File: config.mk
export PLATFORM = sky130hd
export DESIGN_NAME = rcc_ctrl
export DESIGN_NICKNAME = d
export VERILOG_FILES = /design/src/rtl/core/rcc_pkg.sv /design/src/rtl/core/rcc_ctrl.sv
export SDC_FILE = /design/constraint.sdc
export NUM_CORES = 1
export LEC_CHECK = 0
export BUFFER_PORTS_ARGS = -buffer_cell sky130_fd_sc_hd__buf_2
export CAP_MARGIN = 0
export CORE_MARGIN = 10
export CORE_UTILIZATION = 51
export CTS_BUF_LIST = sky130_fd_sc_hd__clkbuf_4
export CTS_CLUSTER_SIZE = 25
export DETAILED_ROUTE_END_ITERATION = 6
export PLACE_DENSITY = 0.88
export SETUP_SLACK_MARGIN = 0.2
export SLEW_MARGIN = 20
export SYNTH_ARGS = -nofsm -noshare
export SYNTH_HDL_FRONTEND = slang
export SYNTH_SLANG_ARGS = --single-unit
File: constraint.sdc
create_clock -name clk -period 3.4 [get_ports clk]
set_input_delay 0.85 -clock clk [delete_from_list [all_inputs] [get_ports clk]]
set_output_delay 0.85 -clock clk [all_outputs]
set_load 0.01 [all_outputs]
File: src/rtl/core/rcc_pkg.sv
// Package for the ring command consumer: layout constants, codes, word types
// and the command/status structs between controller and datapath.
// No dependencies.
`default_nettype none

package rcc_pkg;

	localparam int ENTRY_COUNT  = 16;
	localparam int HEADER_WORDS = 4;
	localparam int ENTRY_WORDS  = 4;
	localparam int COMMIT_WORD  = 3;
	localparam int MEM_WORDS    = HEADER_WORDS + ENTRY_COUNT * ENTRY_WORDS;
	localparam int MEM_AW       = $clog2(MEM_WORDS);
	localparam int SLOT_W       = $clog2(ENTRY_COUNT);
	localparam int CMD_LSB      = 32;
	localparam int RSVD_LSB     = 40;
	localparam int EPOCH_LSB    = 32;

	typedef enum logic [1:0] {
		FN_WRITE = 2'd0,
		FN_BEGIN = 2'd1,
		FN_STOP  = 2'd2,
		FN_POLL  = 2'd3
	} func_t;

	typedef enum logic [2:0] {
		STAT_OK         = 3'd0,
		STAT_DISPATCHED = 3'd1,
		STAT_EMPTY      = 3'd2,
		STAT_RETRY      = 3'd3,
		STAT_FAULT      = 3'd4
	} status_t;

	typedef enum logic [3:0] {
		FLT_NONE             = 4'd0,
		FLT_NOT_STARTED      = 4'd1,
		FLT_DIRTY_CONTROL    = 4'd2,
		FLT_DIRTY_COMMIT     = 4'd3,
		FLT_SESSION_RESET    = 4'd4,
		FLT_CONTROL_ADVANCED = 4'd5,
		FLT_FENCE_EXHAUSTED  = 4'd6,
		FLT_FUTURE_COMMIT    = 4'd7,
		FLT_COMMIT_CHANGED   = 4'd8,
		FLT_RESERVED_BITS    = 4'd9,
		FLT_EPOCH_MISMATCH   = 4'd10,
		FLT_REJECTED         = 4'd11
	} fault_t;

	typedef enum logic [3:0] {
		S_IDLE,
		S_DECODE,
		S_B_CTRL,
		S_B_SCAN,
		S_P_CTRL,
		S_P_COMMIT,
		S_P_W0,
		S_P_W1,
		S_P_W2,
		S_FIN
	} state_t;

	typedef enum logic [2:0] {
		RD_NONE,
		RD_CONS,
		RD_SCAN,
		RD_COMMIT,
		RD_W0,
		RD_W1,
		RD_W2
	} rd_sel_t;

	typedef struct packed {
		func_t       func;
		logic [6:0]  word_addr;
		logic [63:0] word_data;
		logic [31:0] session_epoch;
		logic        sink_ready;
		logic        dispatch_fatal;
	} req_word_t;

	typedef struct packed {
		status_t     status;
		fault_t      fault_code;
		logic [7:0]  command;
		logic [31:0] parameter_res;
		logic [63:0] timestamp;
		logic [31:0] frame;
		logic [31:0] epoch;
		logic [63:0] fence;
	} rsp_word_t;

	typedef struct packed {
		logic    capture;
		logic    item_wr;
		rd_sel_t rd_sel;
		logic    scan_clr;
		logic    scan_inc;
		logic    sess_init;
		logic    act_set;
		logic    act_clr;
		logic    flt_we;
		fault_t  flt_code;
		logic    res_we;
		status_t res_status;
		fault_t  res_fault;
		logic    cap_w0;
		logic    cap_w1;
		logic    dispatch;
		logic    out_load;
	} dp_cmd_t;

	typedef struct packed {
		func_t  func;
		logic   active;
		fault_t latched;
		logic   rd_nz;
		logic   cons_ne;
		logic   cons_lt;
		logic   fence_max;
		logic   commit_lt;
		logic   commit_gt;
		logic   scan_last;
		logic   rsvd_bad;
		logic   epoch_bad;
		logic   sink_ready;
		logic   fatal;
	} dp_stat_t;

	function automatic logic [MEM_AW-1:0] slot_addr(input logic [SLOT_W-1:0] slot,
		input int word);
		slot_addr = MEM_AW'(HEADER_WORDS + ENTRY_WORDS * int'(slot) + word);
	endfunction

endpackage

`default_nettype wire

File: src/rtl/core/rcc_ctrl.sv
// Controller: sequences one item at a time through memory reads and checks,
// and owns the input ready and result valid. Depends on rcc_pkg.
`default_nettype none

module rcc_ctrl (
	input  wire logic             clk,
	input  wire logic             arst_n,
	input  wire logic             req_valid,
	output logic                  req_ready,
	output logic                  rsp_valid,
	input  wire logic             rsp_ready,
	input  wire rcc_pkg::dp_stat_t stat,
	output rcc_pkg::dp_cmd_t      cmd
);
	import rcc_pkg::*;

	state_t state_q;
	state_t state_d;
	logic   rsp_vld_q;
	logic   out_free;
	fault_t ns_code;

	function automatic dp_cmd_t with_fault(input dp_cmd_t c, input fault_t f);
		dp_cmd_t r;
		r            = c;
		r.flt_we     = 1'b1;
		r.flt_code   = f;
		r.act_clr    = 1'b1;
		r.res_we     = 1'b1;
		r.res_status = STAT_FAULT;
		r.res_fault  = f;
		return r;
	endfunction

	assign out_free  = !rsp_vld_q || rsp_ready;
	assign ns_code   = (stat.latched == FLT_NONE) ? FLT_NOT_STARTED : stat.latched;
	assign req_ready = state_q == S_IDLE;
	assign rsp_valid = rsp_vld_q;

	always_comb begin
		state_d = state_q;
		unique case (state_q)
			S_IDLE:     if (req_valid) state_d = S_DECODE;
			S_DECODE: begin
				if (stat.func == FN_BEGIN) begin
					state_d = S_B_CTRL;
				end else if (stat.func == FN_POLL && stat.active) begin
					state_d = S_P_CTRL;
				end else begin
					state_d = S_FIN;
				end
			end
			S_B_CTRL:   state_d = stat.rd_nz ? S_FIN : S_B_SCAN;
			S_B_SCAN:   if (stat.rd_nz || stat.scan_last) state_d = S_FIN;
			S_P_CTRL:   state_d = (stat.cons_ne || stat.fence_max) ? S_FIN : S_P_COMMIT;
			S_P_COMMIT: state_d = (stat.commit_lt || stat.commit_gt) ? S_FIN : S_P_W0;
			S_P_W0:     state_d = stat.rsvd_bad ? S_FIN : S_P_W1;
			S_P_W1:     state_d = S_P_W2;
			S_P_W2:     state_d = S_FIN;
			S_FIN:      if (out_free) state_d = S_IDLE;
			default:    state_d = S_IDLE;
		endcase
	end

	always_comb begin
		cmd            = '0;
		cmd.rd_sel     = RD_NONE;
		cmd.flt_code   = FLT_NONE;
		cmd.res_status = STAT_OK;
		cmd.res_fault  = FLT_NONE;
		unique case (state_q)
			S_IDLE: cmd.capture = req_valid;
			S_DECODE: begin
				unique case (stat.func)
					FN_WRITE: begin
						cmd.item_wr = 1'b1;
						cmd.res_we  = 1'b1;
					end
					FN_BEGIN: begin
						cmd.sess_init = 1'b1;
						cmd.act_clr   = 1'b1;
						cmd.flt_we    = 1'b1;
						cmd.rd_sel    = RD_CONS;
					end
					FN_STOP: begin
						cmd.act_clr  = 1'b1;
						cmd.flt_we   = 1'b1;
						cmd.flt_code = ns_code;
						cmd.res_we   = 1'b1;
					end
					default: begin
						if (stat.active) begin
							cmd.rd_sel = RD_CONS;
						end else begin
							cmd = with_fault(cmd, ns_code);
						end
					end
				endcase
			end
			S_B_CTRL: begin
				if (stat.rd_nz) begin
					cmd = with_fault(cmd, FLT_DIRTY_CONTROL);
				end else begin
					cmd.scan_clr = 1'b1;
					cmd.rd_sel   = RD_SCAN;
				end
			end
			S_B_SCAN: begin
				if (stat.rd_nz) begin
					cmd = with_fault(cmd, FLT_DIRTY_COMMIT);
				end else if (stat.scan_last) begin
					cmd.act_set = 1'b1;
					cmd.res_we  = 1'b1;
				end else begin
					cmd.scan_inc = 1'b1;
					cmd.rd_sel   = RD_SCAN;
				end
			end
			S_P_CTRL: begin
				if (stat.cons_ne) begin
					cmd = with_fault(cmd, stat.cons_lt ? FLT_SESSION_RESET
						: FLT_CONTROL_ADVANCED);
				end else if (stat.fence_max) begin
					cmd = with_fault(cmd, FLT_FENCE_EXHAUSTED);
				end else begin
					cmd.rd_sel = RD_COMMIT;
				end
			end
			S_P_COMMIT: begin
				if (stat.commit_lt) begin
					cmd.res_we     = 1'b1;
					cmd.res_status = STAT_EMPTY;
				end else if (stat.commit_gt) begin
					cmd = with_fault(cmd, FLT_FUTURE_COMMIT);
				end else begin
					cmd.rd_sel = RD_W0;
				end
			end
			S_P_W0: begin
				cmd.cap_w0 = 1'b1;
				if (stat.rsvd_bad) begin
					cmd = with_fault(cmd, FLT_RESERVED_BITS);
				end else begin
					cmd.rd_sel = RD_W1;
				end
			end
			S_P_W1: begin
				cmd.cap_w1 = 1'b1;
				cmd.rd_sel = RD_W2;
			end
			S_P_W2: begin
				if (stat.epoch_bad) begin
					cmd = with_fault(cmd, FLT_EPOCH_MISMATCH);
				end else if (!stat.sink_ready) begin
					cmd.res_we     = 1'b1;
					cmd.res_status = STAT_RETRY;
				end else if (stat.fatal) begin
					cmd = with_fault(cmd, FLT_REJECTED);
				end else begin
					cmd.dispatch   = 1'b1;
					cmd.res_we     = 1'b1;
					cmd.res_status = STAT_DISPATCHED;
				end
			end
			S_FIN: cmd.out_load = out_free;
			default: ;
		endcase
	end

	always_ff @(posedge clk or negedge arst_n) begin
		if (!arst_n) begin
			state_q   <= S_IDLE;
			rsp_vld_q <= 1'b0;
		end else begin
			state_q <= state_d;
			if (state_q == S_FIN && out_free) begin
				rsp_vld_q <= 1'b1;
			end else if (rsp_ready) begin
				rsp_vld_q <= 1'b0;
			end
		end
	end

endmodule

`default_nettype wire
# --- Yosys cells after proc, flatten, opt, wreduce, memory -nomap -nowiden ---
# Index checks and enable logic that the tools add are counted.
totals:
  reg_bits: 5
  output_inout_bits: 29
  word_cells: 92
classes:
  n_eq_ne: 15
  muxes: 59
  reduce_logical: 16
ops:
  columns: ["operator", "n"]
  rows:
  - ["19-bit case mux with 7 select lines", 1]
  - ["18-bit two-way mux", 5]
  - ["4-bit two-way mux", 11]
  - ["4-bit case mux with 10 select lines", 1]
  - ["27-bit two-way mux", 1]
  - ["24-bit two-way mux", 1]
  - ["6-bit two-way mux", 4]
  - ["3-bit case mux with 8 select lines", 1]
  - ["11-bit two-way mux", 2]
  - ["3-bit two-way mux", 6]
  - ["4-bit by 3-bit equality test with 1-bit output, second input constant", 4]
  - ["8-bit two-way mux", 2]
  - ["1-bit case mux with 8 select lines", 2]
  - ["13-bit two-way mux", 1]
  - ["1-bit two-way mux", 11]
  - ["4-bit by 2-bit equality test with 1-bit output, second input constant", 2]
  - ["4-bit equality test, second input constant", 2]
  - ["4-bit logical NOT", 2]
  - ["1-bit case mux with 4 select lines", 2]
  - ["4-bit case mux with 2 select lines", 1]
  - ["1-bit case mux with 7 select lines", 1]
  - ["2-bit inequality test, second input constant", 3]
  - ["1-bit case mux with 2 select lines", 3]
  - ["2-bit OR reduction", 3]
  - ["12 further kinds", 18]

# --- Logic depth before layout (Yosys ltp) ---
depth:
  ltp_word: 5
  depth_mapped: 6
  depth_no_buf: 6

# --- Worst setup path before layout ---
# Ideal clock, no wire load.
synth_path:
  path_kind: "input to output"
  startpoint: "input port stat[16] (netlist name)"
  endpoint: "output port cmd[17] (netlist name)"
  t_arrival_ns: 1.723
  required_ns: 2.550
  setup_slack_ns: 0.827
  stages: 5
  cell_sequence: "ha_1 nand2_1 nand2_1 o2111ai_1 buf_4"
synth_lines:
  columns: ["element", "line_no", "source"]
  rows:
  - ["start, declared", "rcc_ctrl.sv:12", "input wire rcc_pkg::dp_stat_t stat,"]
  - ["end, declared", "rcc_ctrl.sv:13", "output rcc_pkg::dp_cmd_t cmd"]

==> flow_summary_export.csv <==
group,metric,value,unit
logic_synthesis,synthArstFlopShare,100,%
clocking,post_cts_resize_count,0,
worst_setup_path,critPathRequiredTime,2.55,ns
die,initial_core_util,53.0,%
die,fp.dieW,64.7,microns
timing,period_share,86.9,%
clocking,cts-root-buf,"clkbuf_4",
logic_synthesis,netlist_instances,136,
route,routedWlPerCell,14.5,microns
timing,layout_min_cycle_time,2.96,ns
worst_setup_path,r2r_end,"state_q[3]$_DFFE_PN0P_",
logic_synthesis,synth_seq_area_share,12.3,%
die,fp.dieH,64.7,microns
route,detail-route-antenna-nets,0,
worst_setup_path,path_cells,"nor4b_4 > a21boi_1 > o21ai_0 > nand2_1 > buf_2",
worst_setup_path,rr_worst_depth,4,
clocking,clockBufferDepth,2,
layout,diodes,0,
place,gp_routability_congestion,0.824,
route,dr.first_iter.drc_count,38,
clocking,cts_setup_buffers,0,
timing,rsz0062_at_grt,"no",
run_status,outcome,"complete, no violations",
global_routing,antenna_found_initial,0,
global_routing,grt_pass1_wl,5110,microns
timing,fmax,0.338,GHz
global_routing,grt_use_met2,25.4,%
route,drt-total-wl,3030,microns
route,drt_first_pass_iters,4,
logic_synthesis,synth.net_count,163,
power_and_ir_drop,ir_worst_vdd,0.000410,V
power_and_ir_drop,powerDensity,567,nW/um^2
global_routing,gr-total-overflow,0,
layout,final_net_count,210,
global_routing,use_met3,4.64,%
clocking,ctsHtreeMaxLevel,1,
logic_synthesis,yosys_most_used_dff,"dfrtp_1",
die,io_pins,51,
global_routing,grt_usage,14.0,%
logic_synthesis,yosysMostFrequentCell,"nand2_1",
logic_synthesis,yosysTopAreaCellShare,12.3,%
layout,final_cells,209,
timing,final_hold_viol_count,0,
worst_setup_path,cp_slowest_stage_delay,0.78,ns
global_routing,grt_pass1_vias,1200,
global_routing,grt_max_degree,24,
layout,syn2layout_area_growth,23.1,%
worst_setup_path,critPathKind,"register to primary output",
worst_setup_path,slowest_stage,"dfrtp_1",
die,core,1920,sq um
worst_setup_path,critPathBufInv,1,
logic_synthesis,synthTopCellsByArea,"dfrtp_1 12%, ha_1 6.1%, nand2_1 5.9%",
worst_setup_path,r2r-start,"state_q[1]$_DFFE_PN0P_",
die,rows,16,
logic_synthesis,synthTopCellsByCount,"16 x nand2_1, 12 x nor2_1, 7 x inv_1, 7 x nand2b_1, 6 x nor3_1",
worst_setup_path,cp_top_family,"flip-flops",
clocking,cts_tree,"built",
route,via_count,1184,
place,hpwl,2580,microns
clocking,ctsHoldBuffers,0,
worst_setup_path,cp-end-kind,"primary output",
worst_setup_path,r2r_slack,1.73,ns
logic_synthesis,synth_seq_cells,5,
worst_setup_path,start_kind,"register",
timing,finalSetupViolCount,0,
logic_synthesis,synth_area_leader_cell,"dfrtp_1",
logic_synthesis,synth_edf_count,0,
timing,tns,0,ns
timing,slew_violations,0,
clocking,cts_buffers,3,
timing,worst_pin_slew,0.744,ns
global_routing,busiest_layer,"met2",
clocking,clk_latency,0.24,ns
layout,layout-drive-gt1-share,34.6,%
die,fp.dieArea,4180,sq um
logic_synthesis,yosys_warnings,0,
worst_setup_path,crit_fanout,23,
global_routing,grt.met1_usage,15.5,%
clocking,clock_sinks,5,
timing,skew,0.00547,ns
logic_synthesis,avgSynthCellArea,7.49,sq um
worst_setup_path,worstPathArrival,2.11,ns
worst_setup_path,cp-startpoint,"state_q[0]$_DFFE_PN0P_",
logic_synthesis,synthDistinctLibCells,46,
power_and_ir_drop,leakage,0.675,nW
clocking,path_clk_slew,0.05,ns
timing,max_slew_margin,50.4,%
logic_synthesis,syn_area,1020,sq um
route,vias_per_cell,5.67,
job,drv_cap,0,
worst_hold_path,min_path_type,"input pin to async pin",
route,drc_errors,0,
place,io_buffer_count,50,
place,place_inst,205,
[stage by stage]
stage | total power (W) | hold slack, ns | area, sq um | setup WS (ns) | utilization, %
4_1_cts | 0.000717 | 0.410 | 1250 | 0.447 | 65.2
6_report | 0.000711 | 0.408 | 1250 | 0.444 | 65.2
3_5_place_dp | 0.000648 | 0.512 | 1230 | 0.560 | 63.8
2_1_floorplan | 0.000535 | 0.545 | 1020 | 0.827 | -
3_3_place_gp | 0.000631 | 0.490 | 1230 | 0.609 | 63.8
5_1_grt | 0.000780 | 0.405 | 1250 | 0.261 | 65.2
[report_power, final]
| group | internal [W] | switching (W) | leakage (nW) |
|---|---|---|---|
| sequential | 0.0000803 | 0.000102 | 0.0643 |
| clock | 0.0000426 | 0.0000251 | 0.0177 |
| combinational | 0.000225 | 0.000237 | 0.593 |
| total | 0.000347 | 0.000364 | 0.675 |
[sequential cells by signal, indices dropped and copies added (netlist names)]
signal and cells:
state_q 4, rsp_valid 1
[layer usage]
| metal | wire length [microns] | share of wire, % | up-vias |
|---|---|---|---|
| met5 | 0 | 0 | - |
| li1 | - | - | 592 |
| met2 | 1540 | 51 | 50 |
| met3 | 240 | 7.9 | 2 |
| met4 | 11 | 0.36 | 0 |
| met1 | 1250 | 41 | 540 |
[cell families after synthesis]
group / count (synthesis) / synth area share, %
flops: 5 / 12.3
buf+inv: 15 / 10.1
compound gates: 32 / 21.3
mux: 1 / 0.983
fa+ha+maj: 5 / 6.14
simple gates: 78 / 49.3
[worst max path at each step]
stage          endpoint  slack [ns]  depth (start not counted)
2_1_floorplan   cmd[17]        0.83                          5
3_3_place_gp    cmd[12]        0.61                          7
3_5_place_dp    cmd[12]        0.56                          7
4_1_cts         cmd[17]        0.45                          5
5_1_grt         cmd[12]        0.26                          5
6_report        cmd[12]        0.44                          5
[layout make-up]
cell class	count	area (sq um)
clock buffers	3	22.5
clock inverters	1	5.00
fillers	188	668
inverters	7	26.3
multi-input cells	116	791
flip-flops and latches	5	125
well taps	27	33.8
repair buffers	50	250
[placed cells by master, fill, tap and decap left out, drive strengths merged, types with 2 or more instances in the layout]
cell     n
a21o     4
a21oi    5
and2     6
and3     2
and4bb   2
buf     50
clkbuf   3
dfrtp    5
ha       5
inv      7
nand2   16
nand2b   7
nand3    5
nand3b   4
nand4    2
nand4b   2
nor2    13
nor3     6
nor4     3
nor4b    5
o21ai   10
o21bai   3
o311ai   2
No activity file was read; power rests on OpenSTA's default activity.
